--- src/hw/rtl/ucld_pkg.sv ---
// ----------------------------------------------------------------------------
// ucld_pkg
// shared constants, types and keyword table for the command line decoder
// ----------------------------------------------------------------------------
package ucld_pkg;

    // default line length limit
    localparam int LINE_LIMIT_DEF = 29;

    // result field widths
    localparam int ACT_W  = 3;
    localparam int KEPT_W = 5;

    // keyword table geometry
    localparam int NUM_KEYS = 6;
    localparam int KEY_MAX  = 9;
    localparam int POS_W    = 4;

    // action codes
    localparam logic [ACT_W-1:0] ACT_NONE  = 3'd0;
    localparam logic [ACT_W-1:0] ACT_SET   = 3'd1;
    localparam logic [ACT_W-1:0] ACT_RUN   = 3'd2;
    localparam logic [ACT_W-1:0] ACT_PAUSE = 3'd3;
    localparam logic [ACT_W-1:0] ACT_STOP  = 3'd4;
    localparam logic [ACT_W-1:0] ACT_RTC   = 3'd5;

    // keyword indexes
    localparam logic [2:0] KEY_SWTSET    = 3'd0;
    localparam logic [2:0] KEY_SWTSTART  = 3'd1;
    localparam logic [2:0] KEY_SWTSTOP   = 3'd2;
    localparam logic [2:0] KEY_SWTPAUSE  = 3'd3;
    localparam logic [2:0] KEY_SWTRESUME = 3'd4;
    localparam logic [2:0] KEY_SETRTC    = 3'd5;

    // character codes
    localparam logic [7:0] CH_BS      = 8'd8;
    localparam logic [7:0] CH_TAB     = 8'd9;
    localparam logic [7:0] CH_CR      = 8'd13;
    localparam logic [7:0] CH_SPACE   = 8'd32;
    localparam logic [7:0] CH_DIGIT0  = 8'd48;
    localparam logic [7:0] CH_DIGIT9  = 8'd57;
    localparam logic [7:0] CH_COLON   = 8'd58;
    localparam logic [7:0] CH_UPPER_A = 8'd65;
    localparam logic [7:0] CH_UPPER_Z = 8'd90;
    localparam logic [7:0] CH_LOWER_A = 8'd97;
    localparam logic [7:0] CH_LOWER_Z = 8'd122;
    localparam logic [7:0] CH_DEL     = 8'd127;
    localparam logic [7:0] CH_CASE_OFS = 8'd32;

    // matcher control and status
    typedef struct packed {
        logic       clear;
        logic       char_valid;
        logic [7:0] char_code;
    } t_match_ctl;

    typedef struct packed {
        logic [ACT_W-1:0]  action;
        logic [KEPT_W-1:0] kept;
    } t_match_res;

    function automatic logic [POS_W-1:0] key_len(input logic [2:0] k);
        logic [POS_W-1:0] len;
        case (k)
            KEY_SWTSET:    len = 4'd6;
            KEY_SWTSTART:  len = 4'd8;
            KEY_SWTSTOP:   len = 4'd7;
            KEY_SWTPAUSE:  len = 4'd8;
            KEY_SWTRESUME: len = 4'd9;
            KEY_SETRTC:    len = 4'd6;
            default:       len = 4'd0;
        endcase
        return len;
    endfunction

    function automatic logic [ACT_W-1:0] key_code(input logic [2:0] k);
        logic [ACT_W-1:0] code;
        case (k)
            KEY_SWTSET:    code = ACT_SET;
            KEY_SWTSTART:  code = ACT_RUN;
            KEY_SWTSTOP:   code = ACT_STOP;
            KEY_SWTPAUSE:  code = ACT_PAUSE;
            KEY_SWTRESUME: code = ACT_RUN;
            KEY_SETRTC:    code = ACT_RTC;
            default:       code = ACT_NONE;
        endcase
        return code;
    endfunction

    // character p of keyword k, first character at p = 0
    function automatic logic [7:0] key_char(input logic [2:0] k,
                                            input logic [POS_W-1:0] p);
        logic [KEY_MAX*8-1:0] txt;
        logic [POS_W-1:0]     len;
        logic [7:0]           ch;
        len = key_len(k);
        case (k)
            KEY_SWTSET:    txt = (KEY_MAX*8)'("SWTSET");
            KEY_SWTSTART:  txt = (KEY_MAX*8)'("SWTSTART");
            KEY_SWTSTOP:   txt = (KEY_MAX*8)'("SWTSTOP");
            KEY_SWTPAUSE:  txt = (KEY_MAX*8)'("SWTPAUSE");
            KEY_SWTRESUME: txt = (KEY_MAX*8)'("SWTRESUME");
            KEY_SETRTC:    txt = (KEY_MAX*8)'("SETRTC");
            default:       txt = '0;
        endcase
        if (p < len) begin
            ch = txt[(int'(len) - 1 - int'(p)) * 8 +: 8];
        end else begin
            ch = 8'd0;
        end
        return ch;
    endfunction

endpackage

--- src/hw/rtl/ucld_line_mem.sv ---
// ----------------------------------------------------------------------------
// ucld_line_mem
// line store: one write port, one read port with registered read data
// ----------------------------------------------------------------------------
module ucld_line_mem
    import ucld_pkg::*;
#(
    parameter int LINE_LIMIT = LINE_LIMIT_DEF,
    localparam int AW = $clog2(LINE_LIMIT)
) (
    input  logic          i_clk,
    input  logic          i_wr_en,
    input  logic [AW-1:0] i_wr_addr,
    input  logic [7:0]    i_wr_data,
    input  logic          i_rd_en,
    input  logic [AW-1:0] i_rd_addr,
    output logic [7:0]    o_rd_data
);

    logic [7:0] r_mem [LINE_LIMIT];
    logic [7:0] r_rd_data;

    always_ff @(posedge i_clk) begin
        if (i_wr_en) begin
            r_mem[i_wr_addr] <= i_wr_data;
        end
    end

    always_ff @(posedge i_clk) begin
        if (i_rd_en) begin
            r_rd_data <= r_mem[i_rd_addr];
        end
    end

    assign o_rd_data = r_rd_data;

endmodule

--- src/hw/rtl/ucld_kw_match.sv ---
// ----------------------------------------------------------------------------
// ucld_kw_match
// streaming keyword matcher: one stored character per cycle
// ----------------------------------------------------------------------------
module ucld_kw_match
    import ucld_pkg::*;
(
    input  logic       i_clk,
    input  logic       i_rst_n,
    input  t_match_ctl i_ctl,
    output t_match_res o_res
);

    logic [NUM_KEYS-1:0] r_match, n_match;
    logic [POS_W-1:0]    r_pos, n_pos;
    logic                r_digit_seen, n_digit_seen;
    logic [KEPT_W-1:0]   r_kept, n_kept;
    logic                is_blank, is_digit;
    logic [ACT_W-1:0]    action;

    assign is_blank = (i_ctl.char_code == CH_SPACE) || (i_ctl.char_code == CH_TAB);
    assign is_digit = (i_ctl.char_code >= CH_DIGIT0) && (i_ctl.char_code <= CH_DIGIT9);

    always_comb begin
        n_match      = r_match;
        n_pos        = r_pos;
        n_digit_seen = r_digit_seen;
        n_kept       = r_kept;
        if (i_ctl.clear) begin
            n_match      = '1;
            n_pos        = '0;
            n_digit_seen = 1'b0;
            n_kept       = '0;
        end else if (i_ctl.char_valid && !is_blank) begin
            n_kept = r_kept + 1'b1;
            if (!r_digit_seen) begin
                if (is_digit) begin
                    n_digit_seen = 1'b1;
                end else begin
                    for (int k = 0; k < NUM_KEYS; k++) begin
                        n_match[k] = r_match[k] && (r_pos < key_len(3'(k)))
                                     && (i_ctl.char_code == key_char(3'(k), r_pos));
                    end
                    // saturate past the longest keyword
                    if (r_pos <= POS_W'(KEY_MAX)) begin
                        n_pos = r_pos + 1'b1;
                    end
                end
            end
        end
    end

    always_ff @(posedge i_clk) begin
        if (!i_rst_n) begin
            r_match      <= '1;
            r_pos        <= '0;
            r_digit_seen <= 1'b0;
            r_kept       <= '0;
        end else begin
            r_match      <= n_match;
            r_pos        <= n_pos;
            r_digit_seen <= n_digit_seen;
            r_kept       <= n_kept;
        end
    end

    // keyword must match in full length
    always_comb begin
        action = ACT_NONE;
        for (int k = 0; k < NUM_KEYS; k++) begin
            if (r_match[k] && (r_pos == key_len(3'(k)))) begin
                action = key_code(3'(k));
            end
        end
    end

    assign o_res.action = action;
    assign o_res.kept   = r_kept;

endmodule

--- src/hw/rtl/uart_command_line_decoder.sv ---
// ----------------------------------------------------------------------------
// uart_command_line_decoder
// assembles received bytes into a command line and decodes its keyword
// ----------------------------------------------------------------------------
// Every received word yields exactly one result word. A byte that does not end
// a line is answered directly: its result (line_complete 0, other fields 0)
// is in the output register on the next cycle, and a new byte can be taken
// while that result waits, provided it is being drained the same cycle. A byte
// that ends the line (carriage return, or an append that reaches LINE_LIMIT
// characters) starts a walk over the line store: one memory read per stored
// character, through the single read port of the line store. During the walk
// no byte is accepted. Letters are folded to upper case, spaces and tabs are
// dropped, and the characters before the first digit are matched against the
// six keywords. kept_length wraps modulo 32. The line store needs no clearing
// after reset; only entries below the current length are read.
module uart_command_line_decoder
    import ucld_pkg::*;
#(
    parameter int LINE_LIMIT = LINE_LIMIT_DEF
) (
    input  logic              i_clk,
    input  logic              i_rst_n,
    // receive side
    input  logic              i_rx_valid,
    output logic              o_rx_ready,
    input  logic [7:0]        i_rx_byte,
    // result side
    output logic              o_res_valid,
    input  logic              i_res_ready,
    output logic              o_line_complete,
    output logic [ACT_W-1:0]  o_action,
    output logic              o_ended_by_limit,
    output logic [KEPT_W-1:0] o_kept_length
);

    localparam int AW = $clog2(LINE_LIMIT);
    localparam int LW = $clog2(LINE_LIMIT + 1);

    localparam logic ST_IDLE = 1'b0;
    localparam logic ST_WALK = 1'b1;

    logic              r_state, n_state;
    logic [LW-1:0]     r_len, n_len;
    logic [LW-1:0]     r_walk_len, n_walk_len;
    logic [LW-1:0]     r_rd_idx, n_rd_idx;
    logic              r_rd_pend;
    logic              r_by_limit, n_by_limit;

    // output register
    logic              r_out_valid, n_out_valid;
    logic              r_out_done, n_out_done;
    logic [ACT_W-1:0]  r_out_action, n_out_action;
    logic              r_out_limit, n_out_limit;
    logic [KEPT_W-1:0] r_out_kept, n_out_kept;

    // byte classification
    logic              rx_acc;
    logic              is_erase, is_keep, is_lower, is_append;
    logic [7:0]        app_char;
    logic              hits_limit, line_end;
    logic [LW-1:0]     len_after;

    // walk control
    logic              rd_issue, walk_done;
    logic [7:0]        rd_data;
    t_match_ctl        match_ctl;
    t_match_res        match_res;

    assign o_rx_ready = (r_state == ST_IDLE) && (!r_out_valid || i_res_ready);
    assign rx_acc     = i_rx_valid && o_rx_ready;

    assign is_erase  = (i_rx_byte == CH_DEL) || (i_rx_byte == CH_BS);
    assign is_keep   = ((i_rx_byte >= CH_UPPER_A) && (i_rx_byte <= CH_UPPER_Z))
                    || ((i_rx_byte >= CH_DIGIT0) && (i_rx_byte <= CH_DIGIT9))
                    || (i_rx_byte == CH_SPACE) || (i_rx_byte == CH_TAB)
                    || (i_rx_byte == CH_COLON);
    assign is_lower  = (i_rx_byte >= CH_LOWER_A) && (i_rx_byte <= CH_LOWER_Z);
    assign is_append = is_keep || is_lower;
    assign app_char  = is_lower ? (i_rx_byte - CH_CASE_OFS) : i_rx_byte;

    // the stored length never reaches the limit while idle, so an append
    // always lands inside the store
    assign hits_limit = is_append && (r_len == LW'(LINE_LIMIT - 1));
    assign line_end   = hits_limit || (i_rx_byte == CH_CR);

    always_comb begin
        len_after = r_len;
        if (is_erase) begin
            if (r_len != '0) begin
                len_after = r_len - 1'b1;
            end
        end else if (is_append) begin
            len_after = r_len + 1'b1;
        end
    end

    // walk issues one read per stored character, read data comes back in the next cycle
    assign rd_issue  = (r_state == ST_WALK) && (r_rd_idx != r_walk_len);
    assign walk_done = (r_state == ST_WALK) && !rd_issue && !r_rd_pend;

    ucld_line_mem #(
        .LINE_LIMIT (LINE_LIMIT)
    ) u_line_mem (
        .i_clk     (i_clk),
        .i_wr_en   (rx_acc && is_append),
        .i_wr_addr (r_len[AW-1:0]),
        .i_wr_data (app_char),
        .i_rd_en   (rd_issue),
        .i_rd_addr (r_rd_idx[AW-1:0]),
        .o_rd_data (rd_data)
    );

    assign match_ctl.clear      = rx_acc && line_end;
    assign match_ctl.char_valid = r_rd_pend;
    assign match_ctl.char_code  = rd_data;

    ucld_kw_match u_kw_match (
        .i_clk   (i_clk),
        .i_rst_n (i_rst_n),
        .i_ctl   (match_ctl),
        .o_res   (match_res)
    );

    always_comb begin
        n_state      = r_state;
        n_len        = r_len;
        n_walk_len   = r_walk_len;
        n_rd_idx     = r_rd_idx;
        n_by_limit   = r_by_limit;
        n_out_valid  = r_out_valid;
        n_out_done   = r_out_done;
        n_out_action = r_out_action;
        n_out_limit  = r_out_limit;
        n_out_kept   = r_out_kept;

        // result taken downstream
        if (r_out_valid && i_res_ready) begin
            n_out_valid = 1'b0;
        end

        case (r_state)
            ST_IDLE: begin
                if (rx_acc) begin
                    if (line_end) begin
                        // line finished: walk the store, then report
                        n_state    = ST_WALK;
                        n_walk_len = len_after;
                        n_rd_idx   = '0;
                        n_by_limit = hits_limit;
                        n_len      = '0;
                    end else begin
                        n_len        = len_after;
                        n_out_valid  = 1'b1;
                        n_out_done   = 1'b0;
                        n_out_action = ACT_NONE;
                        n_out_limit  = 1'b0;
                        n_out_kept   = '0;
                    end
                end
            end
            ST_WALK: begin
                if (rd_issue) begin
                    n_rd_idx = r_rd_idx + 1'b1;
                end
                if (walk_done) begin
                    n_state      = ST_IDLE;
                    n_out_valid  = 1'b1;
                    n_out_done   = 1'b1;
                    n_out_action = match_res.action;
                    n_out_limit  = r_by_limit;
                    n_out_kept   = match_res.kept;
                end
            end
            default: begin
                n_state = ST_IDLE;
            end
        endcase
    end

    always_ff @(posedge i_clk) begin
        if (!i_rst_n) begin
            r_state     <= ST_IDLE;
            r_len       <= '0;
            r_walk_len  <= '0;
            r_rd_idx    <= '0;
            r_rd_pend   <= 1'b0;
            r_out_valid <= 1'b0;
        end else begin
            r_state     <= n_state;
            r_len       <= n_len;
            r_walk_len  <= n_walk_len;
            r_rd_idx    <= n_rd_idx;
            r_rd_pend   <= rd_issue;
            r_out_valid <= n_out_valid;
        end
    end

    // result payload, no reset needed
    always_ff @(posedge i_clk) begin
        r_by_limit   <= n_by_limit;
        r_out_done   <= n_out_done;
        r_out_action <= n_out_action;
        r_out_limit  <= n_out_limit;
        r_out_kept   <= n_out_kept;
    end

    assign o_res_valid      = r_out_valid;
    assign o_line_complete  = r_out_done;
    assign o_action         = r_out_action;
    assign o_ended_by_limit = r_out_limit;
    assign o_kept_length    = r_out_kept;

    // stored length stays below the limit between lines
    a_len_bound: assert property (@(posedge i_clk) disable iff (!i_rst_n)
        r_len < LW'(LINE_LIMIT))
        else $error("line length reached the limit while idle");

    // walk never reads past the finished line
    a_walk_bound: assert property (@(posedge i_clk) disable iff (!i_rst_n)
        (r_state == ST_WALK) |-> (r_rd_idx <= r_walk_len))
        else $error("walk index beyond line length");

    // output register is empty for the whole walk, so the final result fits
    a_walk_out_free: assert property (@(posedge i_clk) disable iff (!i_rst_n)
        (r_state == ST_WALK) |-> !r_out_valid)
        else $error("result pending during walk");

    // a carriage return always starts a walk
    a_cr_walk: assert property (@(posedge i_clk) disable iff (!i_rst_n)
        (rx_acc && (i_rx_byte == CH_CR)) |=> (r_state == ST_WALK))
        else $error("carriage return did not end the line");

endmodule

--- config.mk ---
export PLATFORM = sky130hd
export DESIGN_NAME = uart_command_line_decoder
export DESIGN_NICKNAME = d
export VERILOG_FILES = /design/src/hw/rtl/ucld_pkg.sv /design/src/hw/rtl/ucld_line_mem.sv /design/src/hw/rtl/ucld_kw_match.sv /design/src/hw/rtl/uart_command_line_decoder.sv
export SDC_FILE = /design/constraint.sdc
export NUM_CORES = 1
export LEC_CHECK = 0
export CELL_PAD_IN_SITES_DETAIL_PLACEMENT = 1
export CELL_PAD_IN_SITES_GLOBAL_PLACEMENT = 2
export CORE_AREA = 2 2 182 184
export DETAILED_ROUTE_END_ITERATION = 16
export DIE_AREA = 0 0 184 186
export DONT_BUFFER_PORTS = 1
export PLACE_DENSITY_LB_ADDON = 0.1
export SYNTH_ARGS = -nofsm -noshare
export SYNTH_HDL_FRONTEND = slang
export SYNTH_HIERARCHICAL = 1
export SYNTH_SLANG_ARGS = --single-unit
--- constraint.sdc ---
create_clock -name i_clk -period 2.58 [get_ports i_clk]
set_input_delay 0.129 -clock i_clk [delete_from_list [all_inputs] [get_ports i_clk]]
set_output_delay 0.129 -clock i_clk [all_outputs]
set_load 0.02 [all_outputs]
==> tab_implementation.tex, run 1 <==
\begin{tabular}{lr}
\hline
Metric & Value \\
\hline
\multicolumn{2}{l}{\textbf{Status}} \\
\quad Outcome & complete, no violations \\
\multicolumn{2}{l}{\textbf{STA}} \\
\quad Final Hold Violating Endpoints & 0 \\
\quad Crit share post-route & 92.1\% \\
\quad Setup TNS & 0 ns \\
\quad Worst slew pin tran & 1.14 ns \\
\quad Relative slew margins & 23.7\% \\
\quad Worst-case clock skew & 0.0241 ns \\
\quad Number of max-slew violations in the final report & 0 \\
\quad Upper clock frequency limit & 421 MHz \\
\quad Unrepaired setup endpoints after global routing & no \\
\quad Total setup violations reported at the end of the flow & 0 \\
\quad Fin crit period & 2.38 ns \\
\multicolumn{2}{l}{\textbf{GRT}} \\
\quad Final global-route overflow total & 0 \\
\quad Maximum number of pins on one net before global-route repair & 38 \\
\quad Antenna violations before repair & 0 \\
\quad Via count of the first global-routing pass & 9,142 \\
\quad GRT Resource Usage Total & 21.1\% \\
\quad First-pass GRT wire length & 54,500 um \\
\multicolumn{2}{l}{\textbf{Setup path}} \\
\quad Kind of start point of the critical path & flop \\
\quad Crit Path Category & flop to flop \\
\quad Worst path required time & 3.04 ns \\
\quad Worst reg-to-reg path cell count & 8 \\
\quad Maximum fanout along the worst path & 10 \\
\quad Worst Setup End Kind & flop \\
\quad Worst Path Arrival & 2.84 ns \\
\multicolumn{2}{l}{\textbf{Final layout}} \\
\quad Area of all placed cells without fillers & 15,100 um\^{}2 \\
\quad Final cell utilization of the core & 47.0\% \\
\quad Ant. Diodes & 0 \\
\quad Area growth from synthesis to layout & 13.3\% \\
\quad Fraction of layout instances using a drive strength above 1 & 18.9\% \\
\quad Nets@finish & 1,045 \\
\multicolumn{2}{l}{\textbf{CTS}} \\
\quad Clock tree from TritonCTS & built \\
\quad Clock latency on the worst-skew pair & 0.56 ns \\
\quad Clock sinks & 285 \\
\quad TritonCTS Buffers & 30 \\
\quad Number of setup buffers added after CTS & 0 \\
\quad Clock-pin slew on the worst setup and hold paths & 0.07 ns \\
\quad Count of hold-fix buffers inserted at cts & 13 \\
\quad Maximum clock insertion buffer count & 3 \\
\quad Resized Gates After CTS & 0 \\
\quad H-tree depth & 1 \\
\quad CTS Root Cell & clkbuf\_16 \\
\multicolumn{2}{l}{\textbf{Min path}} \\
\quad Hold-critical path depth & 3 \\
\quad Hold Crit Class & input port to flop \\
\multicolumn{2}{l}{\textbf{Synthesis}} \\
\quad Most used flip-flop cell after synthesis & edfxtp\_1 \\
\quad Synthesized area per cell & 13.8 um\^{}2 \\
\quad Library cell with the largest summed area after synthesis & edfxtp\_1 \\
\quad Post-synthesis instance area & 13,300 um\^{}2 \\
\quad EDFF count, synth & 251 \\
\quad Post-Syn Instances & 964 \\
\quad Share of the synthesized area in the top cell type & 56.5\% \\
\quad Main area contributors after synthesis & edfxtp\_1, dfxtp\_1, mux4\_2, nor2\_1, a21oi\_1 \\
\quad Asr flop ratio synth & 0\% \\
\quad Commonest cells post-synth & edfxtp\_1, nor2\_1, a21oi\_1, nand2\_1, o21ai\_0 \\
\quad Most common cell in the netlist & edfxtp\_1 \\
\quad Post-Syn Nets & 993 \\
\quad Proportion of synthesized chip area in sequential cells & 61.6\% \\
\quad Synth unique cells & 89 \\
\quad Post-synthesis register bit count & 285 \\
\quad Synth warn & 6 \\
\multicolumn{2}{l}{\textbf{Floorplan}} \\
\quad Number of placement rows & 66 \\
\quad Core area & 32,200 um\^{}2 \\
\quad Die Ht & 186 um \\
\quad Floorplan die area & 34,200 um\^{}2 \\
\quad X dimension of the die & 184 um \\
\quad Number of I/O pins & 24 \\
\quad Starting Density & 41.4\% \\
\multicolumn{2}{l}{\textbf{Detailed routing}} \\
\quad Count of vias placed by the detailed router & 8,496 \\
\quad 1st-pass router iterations & 5 \\
\quad Initial drt markers & 482 \\
\quad Detailed Route WL & 35,500 um \\
\quad Post-route ant nets & 0 \\
\quad Residual DRC & 0 \\
\quad Vias per inst & 5.88 \\
\quad Drt wl/cell & 24.6 um \\
\multicolumn{2}{l}{\textbf{Placement}} \\
\quad Global placer's final weighted congestion & 0.809 \\
\quad Total of buffers placed on input and output ports & 0 \\
\quad Cell area reported after detailed placement & 14,000 um\^{}2 \\
\quad Post-DP HPWL & 24,100 um \\
\multicolumn{2}{l}{\textbf{Pwr}} \\
\quad Overall power after layout & 9.40 mW \\
\quad Power density relative to cell area & 622 nW/um\^{}2 \\
\quad VDD IR-drop max & 542 uV \\
\quad Static Leak & 4.86 nW \\
\multicolumn{2}{l}{\textbf{Run}} \\
\quad Max-cap check violation count & 0 \\
\hline
\end{tabular}
logic make-up after synthesis:
family          after synthesis  synth area share (%)
flops                       285                  61.6
simple gates                273                  10.7
compound gates              209                  10.8
mux                          76                  9.88
buf+inv                      71                  3.25
xor+xnor                     32                  2.16
fa+ha+maj                    18                  1.68
worst max-delay path: stages, from the launching register on:
cell	delay (ns)
dfxtp_1	0.43
clkinv_1	0.16
ha_1	0.52
inv_1	0.25
xnor2_1	0.26
a21boi_0	0.12
a32oi_1	0.19
nand4_1	0.13
o31ai_1	0.26
power breakdown:
| group | switching, mW | leakage (nW) | total [mW] | internal (mW) |
|---|---|---|---|---|
| combinational | 0.169 | 1.86 | 0.249 | 0.0804 |
| clock | 1.76 | 0.449 | 4.10 | 2.34 |
| sequential | 0.0166 | 2.55 | 5.05 | 5.03 |
per-stage QoR:
stage          cells  hold WS (ns)  setup WS (ns)
2_1_floorplan    964         0.228         -0.135
3_3_place_gp    1379         0.231          0.107
3_5_place_dp    1379         0.231        -0.0126
4_1_cts         1445        0.0107          0.210
5_1_grt         1445        0.0645         0.0562
6_report        1445        0.0381          0.204
registers in the layout (all words and copies together) (netlist names):
name	flops
r_walk_len	5
r_by_limit	1
o_kept_length	5
u_kw_match/r_pos	4
o_ended_by_limit	1
o_res_valid	1
r_len	5
u_kw_match/r_kept	5
u_kw_match/r_match	6
u_line_mem/o_rd_data	8
u_line_mem/r_mem	232
r_rd_pend	1
o_line_complete	1
r_rd_idx	5
o_action	3
r_state	1
u_kw_match/r_digit_seen	1
layout by cell type (no fill, tap or decap), drive strengths merged, types with 4 or more instances in the layout:
| cell type | Yosys | layout |
|---|---|---|
| a311oi | 4 | 4 |
| or2b | 4 | 4 |
| clkinv | 1 | 10 |
| buf | 38 | 64 |
| ha | 17 | 17 |
| nand2b | 9 | 9 |
| dfxtp | 34 | 34 |
| o31ai | 8 | 8 |
| xnor2 | 16 | 16 |
| a21boi | 5 | 5 |
| and2b | 7 | 7 |
| o2111ai | 5 | 5 |
| or3 | 6 | 6 |
| nand3 | 20 | 20 |
| nand4 | 13 | 13 |
| and3 | 10 | 10 |
| nor3 | 17 | 17 |
| edfxtp | 251 | 251 |
| a22oi | 16 | 16 |
| nand3b | 9 | 9 |
| mux2 | 16 | 16 |
| nor2b | 8 | 8 |
| inv | 18 | 20 |
| mux4 | 40 | 40 |
| mux2i | 20 | 20 |
| and2 | 13 | 13 |
| a211oi | 10 | 10 |
| nor2 | 77 | 77 |
| dlygate4sd3 | 0 | 8 |
| o211ai | 6 | 6 |
| nand2 | 57 | 57 |
| a221oi | 9 | 9 |
| and4 | 4 | 4 |
| o21a | 5 | 5 |
| clkbuf | 14 | 37 |
| xor2 | 16 | 16 |
| o32ai | 4 | 4 |
| nor4 | 5 | 5 |
| a21oi | 58 | 58 |
| o21ai | 54 | 54 |
layer usage:
metal	wire, um	share of wire, %	track usage, %	vias to the layer above
li1	-	-	-	3865
met1	15100	42	26.0	4417
met3	1080	3.1	2.47	64
met5	0	0	0	-
met2	18300	52	38.8	150
met4	1010	2.9	6.66	0
worst paths after layout:
| path | from | endpoint | slack [ns] |
|---|---|---|---|
| worst max-delay path | u_kw_match/r_pos[1] | u_kw_match/r_match[2] | 0.20 |
| worst min register to register | r_walk_len[2] | r_walk_len[2] | 0.50 |
| worst min-delay path | i_rx_byte[2] | r_len[2] | 0.04 |
| worst max register to register | u_kw_match/r_pos[1] | u_kw_match/r_match[2] | 0.20 |
area by class of cell:
type | count | area, um^2
fillers | 3194 | 17100
flip-flops and latches | 285 | 8220
multi-input cells | 608 | 4700
clock buffers | 37 | 777
repair buffers | 72 | 686
well taps | 408 | 510
clock inverters | 16 | 154
inverters | 19 | 71.3
Note: power is estimated with default switching activity, not from simulation.
==> inputs of run 2 (changes only) <==
- ABC_AREA: unset -> 1
- CORE_AREA: 2 2 182 184 -> 2 2 198 200
- DIE_AREA: 0 0 184 186 -> 0 0 200 202
==> run 2 against run 1 <==
Compared with the run above:
- utilization decreased by 5.1 points
- power grew 7.9%
- largest cell class unchanged
- critical path type unchanged
- global-route usage shrank 0.15 points
- final cell count rose by 45%
- sequential cell count did not move
- highest routed layer unchanged
- clock power grew 12%
- first-iteration DRC count rose by 13%
- fmax is 6.8% higher
- clock skew is 0.00068 ns lower
- sequential power grew 0.8%
- synthesized cell count grew 56%
- area after synthesis is 4.7% higher
==> tab_implementation.tex, run 2 <==
\begin{tabular}{lr}
\hline
Metric & Value \\
\hline
\multicolumn{2}{l}{\textbf{Synthesis}} \\
\quad Post-synthesis instance area & 14,000 um\^{}2 \\
\quad Post-Syn Nets & 1,530 \\
\quad Proportion of synthesized chip area in sequential cells & 58.8\% \\
\quad Library cell with the largest summed area after synthesis & edfxtp\_1 \\
\quad Main area contributors after synthesis & edfxtp\_1, nand2\_1, nand3\_1, dfxtp\_1, nor2\_1 \\
\quad Share of the synthesized area in the top cell type & 53.9\% \\
\quad Most common cell in the netlist & nand2\_1 \\
\quad Asr flop ratio synth & 0\% \\
\quad EDFF count, synth & 251 \\
\quad Synth unique cells & 47 \\
\quad Synthesized area per cell & 9.31 um\^{}2 \\
\quad Commonest cells post-synth & nand2\_1, edfxtp\_1, nand3\_1, nor2\_1, inv\_1 \\
\quad Synth warn & 6 \\
\quad Most used flip-flop cell after synthesis & edfxtp\_1 \\
\quad Post-Syn Instances & 1,501 \\
\quad Post-synthesis register bit count & 285 \\
\multicolumn{2}{l}{\textbf{CTS}} \\
\quad Number of setup buffers added after CTS & 0 \\
\quad Clock-pin slew on the worst setup and hold paths & 0.06 ns \\
\quad Clock tree from TritonCTS & built \\
\quad Resized Gates After CTS & 0 \\
\quad H-tree depth & 2 \\
\quad Clock sinks & 285 \\
\quad Clock latency on the worst-skew pair & 0.53 ns \\
\quad Maximum clock insertion buffer count & 3 \\
\quad CTS Root Cell & clkbuf\_16 \\
\quad TritonCTS Buffers & 34 \\
\quad Count of hold-fix buffers inserted at cts & 12 \\
\multicolumn{2}{l}{\textbf{Floorplan}} \\
\quad Number of placement rows & 72 \\
\quad X dimension of the die & 200 um \\
\quad Core area & 38,300 um\^{}2 \\
\quad Die Ht & 202 um \\
\quad Floorplan die area & 40,400 um\^{}2 \\
\quad Starting Density & 36.5\% \\
\quad Number of I/O pins & 24 \\
\multicolumn{2}{l}{\textbf{Setup path}} \\
\quad Capturing point of the worst reg2reg path & u\_kw\_match/r\_match[0] \\
\quad Flop-to-flop setup slack & 0.36 ns \\
\quad Crit Path Category & flop to flop \\
\quad Worst Path Arrival & 2.62 ns \\
\quad Worst path required time & 2.98 ns \\
\quad Critical R2R Launch & u\_kw\_match/r\_pos[1] \\
\quad Worst Setup End Kind & flop \\
\quad Worst reg-to-reg path cell count & 14 \\
\quad Kind of start point of the critical path & flop \\
\quad Maximum fanout along the worst path & 9 \\
\multicolumn{2}{l}{\textbf{Detailed routing}} \\
\quad Routed length on met1 & 18,800 um \\
\quad Residual DRC & 0 \\
\quad Post-route ant nets & 0 \\
\quad Initial drt markers & 543 \\
\quad Vias per inst & 5.01 \\
\quad Met3 wirelength from detailed routing & 1310 um \\
\quad 1st-pass router iterations & 7 \\
\quad Detailed Route WL & 41,300 um \\
\quad Count of vias placed by the detailed router & 10,500 \\
\quad Drt wl/cell & 19.7 um \\
\quad WL met2 & 20,100 um \\
\quad Uppermost layer routed & met4 \\
\multicolumn{2}{l}{\textbf{STA}} \\
\quad Final Hold Slack & 0.0754 ns \\
\quad Number of max-slew violations in the final report & 0 \\
\quad Fin crit period & 2.22 ns \\
\quad Worst slew pin tran & 0.553 ns \\
\quad Total setup violations reported at the end of the flow & 0 \\
\quad Final Hold Violating Endpoints & 0 \\
\quad Crit share post-route & 86.2\% \\
\quad Upper clock frequency limit & 450 MHz \\
\quad Unrepaired setup endpoints after global routing & no \\
\quad Setup TNS & 0 ns \\
\quad Worst-case clock skew & 0.0234 ns \\
\quad Relative slew margins & 62.7\% \\
\quad Min setup slack post-route & 0.356 ns \\
\multicolumn{2}{l}{\textbf{Final layout}} \\
\quad Commonest cells after routing, fill and taps aside & nand2\_1, edfxtp\_1, nand3\_1 \\
\quad Fraction of layout instances using a drive strength above 1 & 11.6\% \\
\quad Area of all placed cells without fillers & 16,000 um\^{}2 \\
\quad Max reg flops & 232 \\
\quad Most common cell after layout, fill and taps aside & nand2\_1 \\
\quad Area growth from synthesis to layout & 14.6\% \\
\quad Ant. Diodes & 0 \\
\quad Non-filler instance count after layout & 2,098 \\
\quad Nets@finish & 1,585 \\
\quad Top reg by flops & u\_line\_mem/r\_mem \\
\multicolumn{2}{l}{\textbf{GRT}} \\
\quad Final global-route overflow total & 0 \\
\quad Via count of the first global-routing pass & 10,900 \\
\quad Antenna violations before repair & 0 \\
\quad Maximum number of pins on one net before global-route repair & 77 \\
\quad GRT Resource Usage Total & 21.0\% \\
\quad First-pass GRT wire length & 64,100 um \\
\multicolumn{2}{l}{\textbf{Min path}} \\
\quad Worst min-delay path endpoint & r\_len[1] \\
\quad Hold-critical path depth & 4 \\
\quad Worst hold start & i\_rx\_valid \\
\quad Hold Crit Class & input port to flop \\
\multicolumn{2}{l}{\textbf{Placement}} \\
\quad Cell area reported after detailed placement & 14,800 um\^{}2 \\
\quad Post-DP HPWL & 26,600 um \\
\quad Setup WS pre-CTS & 0.279 ns \\
\quad Total of buffers placed on input and output ports & 0 \\
\quad Number of cells after detailed placement & 2,026 \\
\quad Global placer's final weighted congestion & 0.794 \\
\multicolumn{2}{l}{\textbf{Run}} \\
\quad Max-cap check violation count & 0 \\
\multicolumn{2}{l}{\textbf{Pwr}} \\
\quad Static Leak & 6.54 nW \\
\quad VDD IR-drop max & 538 uV \\
\quad Power density relative to cell area & 633 nW/um\^{}2 \\
\multicolumn{2}{l}{\textbf{Status}} \\
\quad Outcome & complete, no violations \\
\hline
\end{tabular}
==> run 2: changes by cell type after synthesis, moves of 12 or more <==
cell     delta
nand2_1   +485
nand3_1   +226
inv_1      +63
a21oi_1    -33
nor2_1     +32
o21ai_0    -31
mux4_2     -30
mux2i_1    -20
a22oi_1    -16
mux2_2     -16
nand2_2    +15
xnor2_1    -14
and2_1     -12
nor3_1     -12
==> run 2: metrics by stage <==
| stage | utilization, % | power, mW |
|---|---|---|
| finish | 41.8 | 10.1 |
| global route | 41.8 | 10.5 |
| CTS | 41.8 | 10.3 |
| detailed placement | 38.6 | 5.56 |
| global placement | 38.6 | 5.56 |
| floorplan | - | 5.41 |
==> run 2: kinds of logic after synthesis <==
logic type               share of synthesized area, %
buffers and inverters                            5.62
XOR/XNOR                                        0.877
AO/OA/AOI/OAI                                    2.85
adder cells (fa/ha/maj)                          1.52
flip-flops                                       58.8
AND/OR/NAND/NOR                                  30.3
==> run 2: how the worst max path moves through the flow <==
stage,cells after the start,end,from
detailed placement,13,u_line_mem/r_mem[6][4],i_rx_byte[2]
CTS,14,u_kw_match/r_match[0],u_kw_match/r_pos[1]
global placement,13,u_line_mem/r_mem[19][6],i_rx_byte[2]
floorplan,7,u_line_mem/r_mem[28][0],o_res_valid
finish,14,u_kw_match/r_match[0],u_kw_match/r_pos[1]
global route,14,u_kw_match/r_match[0],u_kw_match/r_pos[1]
==> run 2: final cells by class <==
class | count | area [um^2]
repair buffers | 80 | 731
flip-flops and latches | 285 | 8220
inverters | 92 | 360
multi-input cells | 1063 | 4990
fillers | 4387 | 22300
well taps | 518 | 648
clock inverters | 17 | 164
clock buffers | 43 | 905
==> run 2: worst max-delay path: stages (launching register included) <==
cell      delay (ns)
dfxtp_1         0.46
ha_1            0.26
inv_1           0.10
ha_1            0.28
nand3b_1        0.22
nor2_4          0.22
nand2_1         0.13
nand2_1         0.08
nand2_1         0.05
nand2_1         0.07
inv_1           0.04
nand3_1         0.07
nand2_1         0.05
nand2_1         0.06
nand2_1         0.04
==> run 2: metal layers <==
metal  global-route usage (%)  vias to the layer above
met1                     28.1                     5173
met5                        0                        -
li1                         -                     5153
met2                     35.3                      133
met4                     6.30                        0
met3                     2.74                       52
==> run 2: power by group <==
part | total [mW] | internal [mW] | switching, mW
Sequential | 5.09 | 5.07 | 0.0270
Clock | 4.61 | 2.70 | 1.91
Combinational | 0.440 | 0.128 | 0.312
Total | 10.1 | 7.89 | 2.25
